**src/hdl/casv_pkg.sv**
```systemverilog
// Package for the chemical registry number check digit validator.
// Holds the request types, character classes, verdict codes and register indexes.
// No dependencies.
package casv_pkg;

  // One input request: a character byte and the end-of-string mark.
  typedef struct packed {
    logic [7:0] char_in;
    logic       is_last;
  } in_req_t;

  // One result request.
  typedef struct packed {
    logic [1:0] verdict;
    logic [3:0] correct_digit;
    logic [3:0] digit_weight_count;
  } out_req_t;

  typedef enum logic [1:0] {
    CLS_OTHER  = 2'd0,
    CLS_DIGIT  = 2'd1,
    CLS_HYPHEN = 2'd2
  } cls_t;

  localparam logic [1:0] VERDICT_BAD_FORMAT  = 2'd0;
  localparam logic [1:0] VERDICT_CONFORMANT  = 2'd1;
  localparam logic [1:0] VERDICT_WRONG_CHECK = 2'd2;

  localparam logic REG_MIN_LENGTH = 1'b0;
  localparam logic REG_MAX_LENGTH = 1'b1;

  localparam logic [3:0] MIN_LENGTH_RESET = 4'd7;
  localparam logic [3:0] MAX_LENGTH_RESET = 4'd12;

  localparam logic [7:0] CHAR_ZERO   = 8'h30;
  localparam logic [7:0] CHAR_NINE   = 8'h39;
  localparam logic [7:0] CHAR_HYPHEN = 8'h2d;

  localparam int HIST_DEPTH = 5;

  function automatic cls_t classify(input logic [7:0] c);
    cls_t r;
    r = CLS_OTHER;
    if (c >= CHAR_ZERO && c <= CHAR_NINE) begin
      r = CLS_DIGIT;
    end else if (c == CHAR_HYPHEN) begin
      r = CLS_HYPHEN;
    end
    return r;
  endfunction

  // Sum of two decimal digits, reduced mod 10.
  function automatic logic [3:0] add_mod10(input logic [3:0] a, input logic [3:0] b);
    logic [4:0] s;
    s = {1'b0, a} + {1'b0, b};
    if (s >= 5'd10) begin
      s = s - 5'd10;
    end
    return s[3:0];
  endfunction

endpackage

```
**src/hdl/cas_number_check_digit_validator.sv**
```systemverilog
// Top level of the chemical registry number check digit validator.
// Uses casv_pkg for request types, character classes and codes.
//
// Usage:
// Characters of a candidate number enter on the in channel (in_valid, in_stall,
// in_data) one request per cycle while not stalled, left to right; is_last marks the final one.
// Each character but the last updates the length count, a five-deep class history
// and sticky error flags, and each digit also updates running mod-10 sums. Only the
// last character yields a result request on the out channel (out_valid, out_stall,
// out_data), which holds the verdict, the correct check digit and the digit weight count.
// The result is registered and appears in the cycle after the last character is taken.
// The block takes one character per cycle while in_stall is low, set by the single state update stage.
// A waiting result sits in the output register; the block stalls its input
// only while that register is full and the receiver stalls it.
// Reset clears the per-string state and the output valid flag and restores the
// length limits to 7 and 12. The user must write the limits through cfg_write,
// cfg_index and cfg_data only while the block is idle; the block does not enforce it.
module cas_number_check_digit_validator
  import casv_pkg::*;
(
  input  logic     clk,
  input  logic     rst,
  input  logic     in_valid,
  output logic     in_stall,
  input  in_req_t  in_data,
  output logic     out_valid,
  input  logic     out_stall,
  output out_req_t out_data,
  input  logic     cfg_write,
  input  logic     cfg_index,
  input  logic [3:0] cfg_data
);

  logic [3:0] min_length;
  logic [3:0] max_length;

  logic [3:0] char_count;
  logic       length_overflow;
  logic       prefix_bad;
  cls_t       class_history [HIST_DEPTH];
  logic [3:0] digit_sum;
  logic [3:0] weighted_sum;
  logic [3:0] digit_count;

  logic       in_accept;
  cls_t       cls;
  logic [3:0] digit_sum_next;
  logic [3:0] weighted_sum_next;
  logic [4:0] str_len;
  logic       form_ok;
  out_req_t   result;

  assign in_stall  = out_valid & out_stall;
  assign in_accept = in_valid & ~in_stall;

  assign cls               = classify(in_data.char_in);
  assign digit_sum_next    = add_mod10(digit_sum, in_data.char_in[3:0]);
  assign weighted_sum_next = add_mod10(weighted_sum, digit_sum_next);

  // Length of the string including the last character, saturating at 16.
  assign str_len = length_overflow ? 5'd16 : ({1'b0, char_count} + 5'd1);

  always_comb begin
    form_ok = !length_overflow
      && str_len >= {1'b0, min_length} && str_len <= {1'b0, max_length}
      && char_count >= 4'd4
      && cls == CLS_DIGIT
      && class_history[0] == CLS_HYPHEN
      && class_history[1] == CLS_DIGIT
      && class_history[2] == CLS_DIGIT
      && class_history[3] == CLS_HYPHEN
      && !prefix_bad
      && (char_count < 4'd5 || class_history[4] == CLS_DIGIT);
    if (form_ok) begin
      result.verdict = (in_data.char_in[3:0] == weighted_sum) ?
                       VERDICT_CONFORMANT : VERDICT_WRONG_CHECK;
      result.correct_digit      = weighted_sum;
      result.digit_weight_count = digit_count + 4'd1;
    end else begin
      result.verdict            = VERDICT_BAD_FORMAT;
      result.correct_digit      = 4'd0;
      result.digit_weight_count = 4'd0;
    end
  end

  always_ff @(posedge clk) begin
    if (rst) begin
      min_length <= MIN_LENGTH_RESET;
      max_length <= MAX_LENGTH_RESET;
    end else if (cfg_write) begin
      unique case (cfg_index)
        REG_MIN_LENGTH: min_length <= cfg_data;
        REG_MAX_LENGTH: max_length <= cfg_data;
        default: ;
      endcase
    end
  end

  always_ff @(posedge clk) begin
    if (rst) begin
      char_count      <= 4'd0;
      length_overflow <= 1'b0;
      prefix_bad      <= 1'b0;
      digit_sum       <= 4'd0;
      weighted_sum    <= 4'd0;
      digit_count     <= 4'd0;
      for (int k = 0; k < HIST_DEPTH; k++) begin
        class_history[k] <= CLS_OTHER;
      end
    end else if (in_accept) begin
      if (in_data.is_last) begin
        // The string is finished: start the next one from a clean state.
        char_count      <= 4'd0;
        length_overflow <= 1'b0;
        prefix_bad      <= 1'b0;
        digit_sum       <= 4'd0;
        weighted_sum    <= 4'd0;
        digit_count     <= 4'd0;
        for (int k = 0; k < HIST_DEPTH; k++) begin
          class_history[k] <= CLS_OTHER;
        end
      end else begin
        if (cls == CLS_DIGIT) begin
          digit_sum    <= digit_sum_next;
          weighted_sum <= weighted_sum_next;
          if (digit_count != 4'd15) begin
            digit_count <= digit_count + 4'd1;
          end
        end
        // The character leaving the history belongs to the leading run.
        if (char_count >= 4'd5 && class_history[HIST_DEPTH-1] != CLS_DIGIT) begin
          prefix_bad <= 1'b1;
        end
        for (int k = HIST_DEPTH - 1; k > 0; k--) begin
          class_history[k] <= class_history[k-1];
        end
        class_history[0] <= cls;
        if (char_count == 4'd15) begin
          length_overflow <= 1'b1;
        end else begin
          char_count <= char_count + 4'd1;
        end
      end
    end
  end

  always_ff @(posedge clk) begin
    if (rst) begin
      out_valid <= 1'b0;
    end else if (in_accept) begin
      out_valid <= in_data.is_last;
    end else if (!out_stall) begin
      out_valid <= 1'b0;
    end
  end

  always_ff @(posedge clk) begin
    if (in_accept && in_data.is_last) begin
      out_data <= result;
    end
  end

`ifndef SYNTHESIS
  a_verdict_code: assert property (@(posedge clk) disable iff (rst)
    out_valid |-> (out_data.verdict == VERDICT_BAD_FORMAT
                   || out_data.verdict == VERDICT_CONFORMANT
                   || out_data.verdict == VERDICT_WRONG_CHECK))
    else $error("result carries an undefined verdict code");

  a_bad_format_zero: assert property (@(posedge clk) disable iff (rst)
    (out_valid && out_data.verdict == VERDICT_BAD_FORMAT)
      |-> (out_data.correct_digit == 4'd0 && out_data.digit_weight_count == 4'd0))
    else $error("bad-format result carries nonzero digit fields");

  a_no_result_mid_string: assert property (@(posedge clk) disable iff (rst)
    (in_accept && !in_data.is_last && !out_valid) |=> !out_valid)
    else $error("result produced for a character that is not the last");

  a_state_cleared: assert property (@(posedge clk) disable iff (rst)
    (in_accept && in_data.is_last)
      |=> (char_count == 4'd0 && digit_count == 4'd0 && !prefix_bad && out_valid))
    else $error("string state not cleared or result missing after last character");
`endif

endmodule
```
**config.mk**
```make
export PLATFORM = sky130hd
export DESIGN_NAME = cas_number_check_digit_validator
export DESIGN_NICKNAME = d
export VERILOG_FILES = /design/src/hdl/casv_pkg.sv /design/src/hdl/cas_number_check_digit_validator.sv
export SDC_FILE = /design/constraint.sdc
export NUM_CORES = 1
export LEC_CHECK = 0
export BUFFER_PORTS_ARGS = -buffer_cell sky130_fd_sc_hd__buf_2
export CAP_MARGIN = 20
export CORE_MARGIN = 1.5
export CORE_UTILIZATION = 45
export DETAILED_ROUTE_END_ITERATION = 12
export GPL_ROUTABILITY_DRIVEN = 0
export PLACE_DENSITY_LB_ADDON = 0.1
export SYNTH_ARGS = -nofsm -noshare
export SYNTH_HDL_FRONTEND = slang
export SYNTH_SLANG_ARGS = --single-unit
```
**constraint.sdc**
```tcl
create_clock -name clk -period 5.1 [get_ports clk]
set_input_delay 0 -clock clk [delete_from_list [all_inputs] [get_ports clk]]
set_output_delay 0 -clock clk [all_outputs]
set_load 0.02 [all_outputs]
```
* After elaboration in Yosys (flattened, before gate mapping) *
Memories as Yosys holds them, arrays and structs flattened.
Cells that the tools add are included.

word-level totals
  register bits after elaboration = 37
  bits in writable memories = 10
  output and inout bits = 12
  memories kept = 1

memory list
  name           words  width  read ports  clocked after Yosys merged registers in  write ports  RTL line                                text
  class_history  5      2      5           0                                        5            cas_number_check_digit_validator.sv:40  cls_t class_history [HIST_DEPTH];

operators by class
  $add $sub $neg = 7
  order comparisons = 9
  equal/unequal tests = 13
  mux-type cells = 41
  bitwise operators = 14
  reductions and logical operators = 27

operators with widths
  kind                                                         number
  two-way mux 4 bit                                            11
  two-way mux 2 bit                                            13
  two-way mux 1 bit                                            16
  logical AND 1 bit                                            13
  AND reduction 2 bit                                          6
  adder 4 x 4 -> 5 bit                                         2
  >= comparator 5 x 4 -> 1 bit (second input constant)         2
  OR 1 bit                                                     10
  adder 4 x 1 -> 4 bit (second input constant)                 2
  == test 2 x 1 -> 1 bit (second input constant)               4
  == test 8 x 6 -> 1 bit (second input constant)               1
  >= comparator 4 x 3 -> 1 bit (second input constant)         2
  >= comparator 8 x 6 -> 1 bit (second input constant)         1
  <= comparator 8 x 6 -> 1 bit (second input constant)         1
  nonzero test 2 bit                                           4
  subtractor 4 bit (second input constant)                     2
  adder 4 x 1 -> 5 bit (second input constant)                 1
  >= comparator 5 x 4 -> 1 bit                                 1
  <= comparator 5 x 4 -> 1 bit                                 1
  two-way mux 5 bit                                            1
  == test 2 bit (second input constant)                        2
  == test 4 bit                                                1
  == test 4 bit (second input constant)                        1
  less-than comparator 4 x 3 -> 1 bit (second input constant)  1
  other kinds (8)                                              12

* Longest topological paths before layout *
  depth after elaboration = 13
  mapped depth = 16
  depth with buffers taken out = 16

* Worst setup path before layout *
OpenSTA, ideal clock, no wires.

  kind = reg-to-reg
  start point = register digit_sum[0]
  end point = register weighted_sum[2]
  setup time = 117 ps
  data arrival time = 3545 ps
  data required time = 4983 ps
  setup slack = 1438 ps
  stages on the path, launching flop included = 17
  path buffers = 0
  period minus slack after synthesis = 3662 ps
  cell sequence = dfxtp_1 > ha_1 > fa_1 > xor2_1 > inv_1 > ha_1 > o221ai_1 > a31oi_2 > xnor2_1 > fa_1 > xnor2_1 > ha_1 > inv_1 > a31o_2 > a211oi_1 > o21ai_0 > a32o_1

on the way
  longest elaborated chain between the ends = 8

RTL lines
  what                                                              RTL line                                 text
  from (decl)                                                       cas_number_check_digit_validator.sv:41   logic [3:0] digit_sum;
  from (signal assigned)                                            cas_number_check_digit_validator.sv:124  digit_sum <= digit_sum_next;
  adder 4 x 4 -> 5 bit (*)                                          casv_pkg.sv:55                           s = {1'b0, a} + {1'b0, b};
  subtractor 4 bit or >= comparator 5 x 4 -> 1 bit (tied branches)  casv_pkg.sv:57, casv_pkg.sv:56
  two-way mux 4 bit (*)                                             casv_pkg.sv:56                           if (s >= 5'd10) begin
  adder 4 x 4 -> 5 bit (*)                                          casv_pkg.sv:55
  subtractor 4 bit or >= comparator 5 x 4 -> 1 bit (tied branches)  casv_pkg.sv:57, casv_pkg.sv:56
  two-way mux 4 bit (*)                                             casv_pkg.sv:56
  two-way mux 4 bit (*)                                             cas_number_check_digit_validator.sv:123  if (cls == CLS_DIGIT) begin
  two-way mux 4 bit (*)                                             cas_number_check_digit_validator.sv:111  if (in_data.is_last) begin
  to (signal assigned)                                              cas_number_check_digit_validator.sv:125  weighted_sum <= weighted_sum_next;
  to (decl)                                                         cas_number_check_digit_validator.sv:42   logic [3:0] weighted_sum;

Mark *: on every way between the ends. The rest lies on a longest branch, timed or not. The select of a mux whose other input is x is not followed.
A chain may end at the register's enable or synchronous reset.

* Final worst setup path *
Same ends and word-level chain as after synthesis.

==> flow_metrics.tcl <==
set metrics [dict create \
    status "finished, final reports clean" \
    worst-path-buf-inv 2 \
    via_per_inst 5.53 \
    routedWlPerCell_um 13.8 \
    cts_buffer_depth 2 \
    yosysTopAreaCellShare 0.217 \
    yosysSeqAreaShare 0.413 \
    critPathRequiredTime_ps 5290 \
    synth_cell_types 53 \
    ant_nets 0 \
    end_kind "flip-flop" \
    finalSetupViolations 0 \
    vias 2175 \
    setup.worst_path.class "flip-flop to flip-flop" \
    grt_overflow 0 \
    routed_wl_mm 5.41 \
    drive_gt1_frac 0.154 \
    ys_ff_latch 47 \
    numPortBuffers 30 \
    setup-tns-final_ps 0 \
    multi_input_area_um2 1490 \
    finalHoldViolCount 0 \
    grt_pass1_wl_mm 9.27 \
    reg2reg_from "digit_sum[0]" \
    async_flop_share 0 \
    die_x_um 81.4 \
    fmax_mhz 250 \
    drt-initial-drc-count 113 \
    finalPower_w 0.000729 \
    syn_to_final_growth_pct 13.3 \
    cp_cell_sequence "ha_1 -> fa_1 -> xor2_1 -> inv_1 -> ha_1 -> o221ai_1 -> a31oi_2 -> xnor2_1 -> fa_1 -> xnor2_1 -> ha_1 -> inv_1 -> a31o_2 -> a211oi_1 -> o21ai_0 -> a32o_1" \
    period_minus_slack_ps 4000 \
    core-area_um2 5920 \
    grt_usage 0.182 \
    crit_fanout 5 \
    synth_edf_count 20 \
    die_area_um2 6620 \
    report.final.slew_viol_count 0 \
    first_pass_iters 4 \
    clk_latency_ps 300 \
    rows 28 \
    powerDensity_nw_per_um2 233 \
    grt_pass1_vias 2021 \
    cts_root_buffer "clkbuf_8" \
    htreeDepth 2 \
    drv_cap 0 \
    post_cts_resized 0 \
    worst-slew-pin-transition_ps 862 \
    io_pins 31 \
    nets 361 \
    crit_start "digit_sum[0]" \
    regArea_um2 1140 \
    antenna_found_initial 0 \
    cts_tree "done" \
    clk_pin_slew_ps 80 \
    syn_area_um2 2770 \
    slew-limit-headroom 0.420 \
    synth_area_per_cell_um2 9.84 \
    fp.dieH_um 81.4 \
    fin_util 0.529 \
    min_from "out_stall" \
    cp_common_cell "ha_1" \
    grt_max_degree 23 \
    post-dp-hpwl_mm 4.07 \
    synth_area_leaders "edfxtp_1, dfxtp_1, ha_1" \
    ys.flop_type "dfxtp_1" \
    hp-class "primary input to flip-flop" \
    cts_buffers 5 \
    n_antenna_cell 0 \
    cp-start-kind "flip-flop" \
    p_leak_nw 1.38 \
    critical-path-top-delay-family "adder cells" \
    cp_slowest_cell "fa_1" \
    crit_arrival_ps 4190 \
    cpPeakStageDelay_ps 450 \
    netlist.top_cell.by_area "edfxtp_1" \
    post-route-period-util 0.784 \
    rsz0062_at_grt "no" \
    nFillCells 555 \
    hold_ws_ps 2.58 \
    initial_utilization 0.467 \
    drc 0 \
    clock-sinks 47 \
    finalClockSkew_ps 9.35 \
    yosys_warnings 0 \
    peakVddDrop_mv 0.159 \
    syn-num-nets 325 \
    synth_cells 281 \
]
[state kept, by name, indices dropped and copies added, names as in the netlist]
| name | cells |
|---|---|
| class_history | 10 |
| out_data | 10 |
| char_count | 4 |
| digit_count | 4 |
| digit_sum | 4 |
| max_length | 4 |
| min_length | 4 |
| weighted_sum | 4 |
| length_overflow | 1 |
| out_valid | 1 |
| prefix_bad | 1 |
[stage by stage]
step / std cells / worst slack (ps) / area (µm²)
6_report: 393 / 1100 / 3130
5_1_grt: 393 / 693 / 3130
4_1_cts: 393 / 1110 / 3130
3_5_place_dp: 378 / 1120 / 2980
3_3_place_gp: 378 / 1230 / 2980
2_1_floorplan: 281 / 1440 / 2770
[layer usage]
layer  routed length (µm)  up-vias  track usage
li1                     -     1106            -
met1                 2660     1001        0.245
met2                 2420       62        0.298
met3                  264        6       0.0337
met4                   68        0       0.0517
met5                    0        -            0
[path summary, 6_finish.rpt]
kind	cells after the start	endpoint	slack (ps)
worst max-delay path	16	weighted_sum[2]	1100
worst min-delay path	3	out_valid	3
worst max register to register	16	weighted_sum[2]	1100
worst min register to register	2	max_length[0]	470
[cell families (layout without fill, tap and decap cells)]
family,Yosys count,in the layout,share of synthesized area
AOI/OAI and AO/OA,63,63,0.159
xor gates and xnor gates,11,11,0.0348
adders and majority gates,25,25,0.119
buffers and inverters,35,72,0.0484
DFF,47,47,0.413
muxes,7,7,0.0253
and+or+nand+nor,93,93,0.201
[layout by cell type (no fill, tap or decap), types with 4 or more instances in the layout]
cell / synthesis / layout
a211o_1: 6 / 6
a21oi_1: 13 / 13
and3_1: 13 / 13
buf_2: 2 / 30
clkbuf_8: 0 / 5
dfxtp_1: 27 / 27
dlygate4sd3_1: 0 / 7
edfxtp_1: 20 / 20
ha_1: 23 / 23
inv_1: 26 / 26
mux2i_1: 7 / 7
nand2_1: 12 / 12
nand2b_1: 6 / 6
nand3_1: 10 / 10
nand4_1: 4 / 4
nor2_1: 15 / 15
nor3_1: 7 / 7
nor4_1: 9 / 9
o21ai_0: 10 / 10
xnor2_1: 10 / 10
[synthesized netlist by cell type (3+ instances only)]
| library cell | instances |
|---|---|
| nand2b_1 | 6 |
| nor3_1 | 7 |
| a21o_1 | 3 |
| or2_2 | 3 |
| o21ai_0 | 10 |
| edfxtp_1 | 20 |
| nand2_1 | 12 |
| a22oi_1 | 3 |
| a211o_1 | 6 |
| a31oi_1 | 3 |
| nor2_1 | 15 |
| nor4_1 | 9 |
| a32o_1 | 3 |
| a22o_1 | 3 |
| mux2i_1 | 7 |
| dfxtp_1 | 27 |
| clkbuf_1 | 6 |
| ha_1 | 23 |
| o211ai_1 | 3 |
| nand4_1 | 4 |
| and3_1 | 13 |
| xnor2_1 | 10 |
| o21a_1 | 3 |
| nand3_1 | 10 |
| nor2b_1 | 3 |
| a21oi_1 | 13 |
| inv_1 | 26 |
[power by group]
group          internal (W)  switching [W]
Clock             0.0000965       0.000122
Combinational     0.0000421      0.0000598
Sequential         0.000403     0.00000539
Total              0.000542       0.000187
[worst min-delay path, stage by stage]
cell,delay (ps)
buf_2,100
nand2_1,90
a21oi_1,60
[repair_timing]
item	4_1_cts	5_1_grt
hold buffers	7	0
buffers inserted	0	0
endpoints found under the hold margin	6	0
[layout make-up]
cell class | count | share of cell area
multi-input cells | 199 | 0.476
flip-flops and latches | 47 | 0.364
repair buffers | 38 | 0.0727
inverters | 26 | 0.0312
well taps | 75 | 0.0300
clock buffers | 7 | 0.0244
clock inverters | 1 | 0.00160
Power figures use the tool's default switching activity.
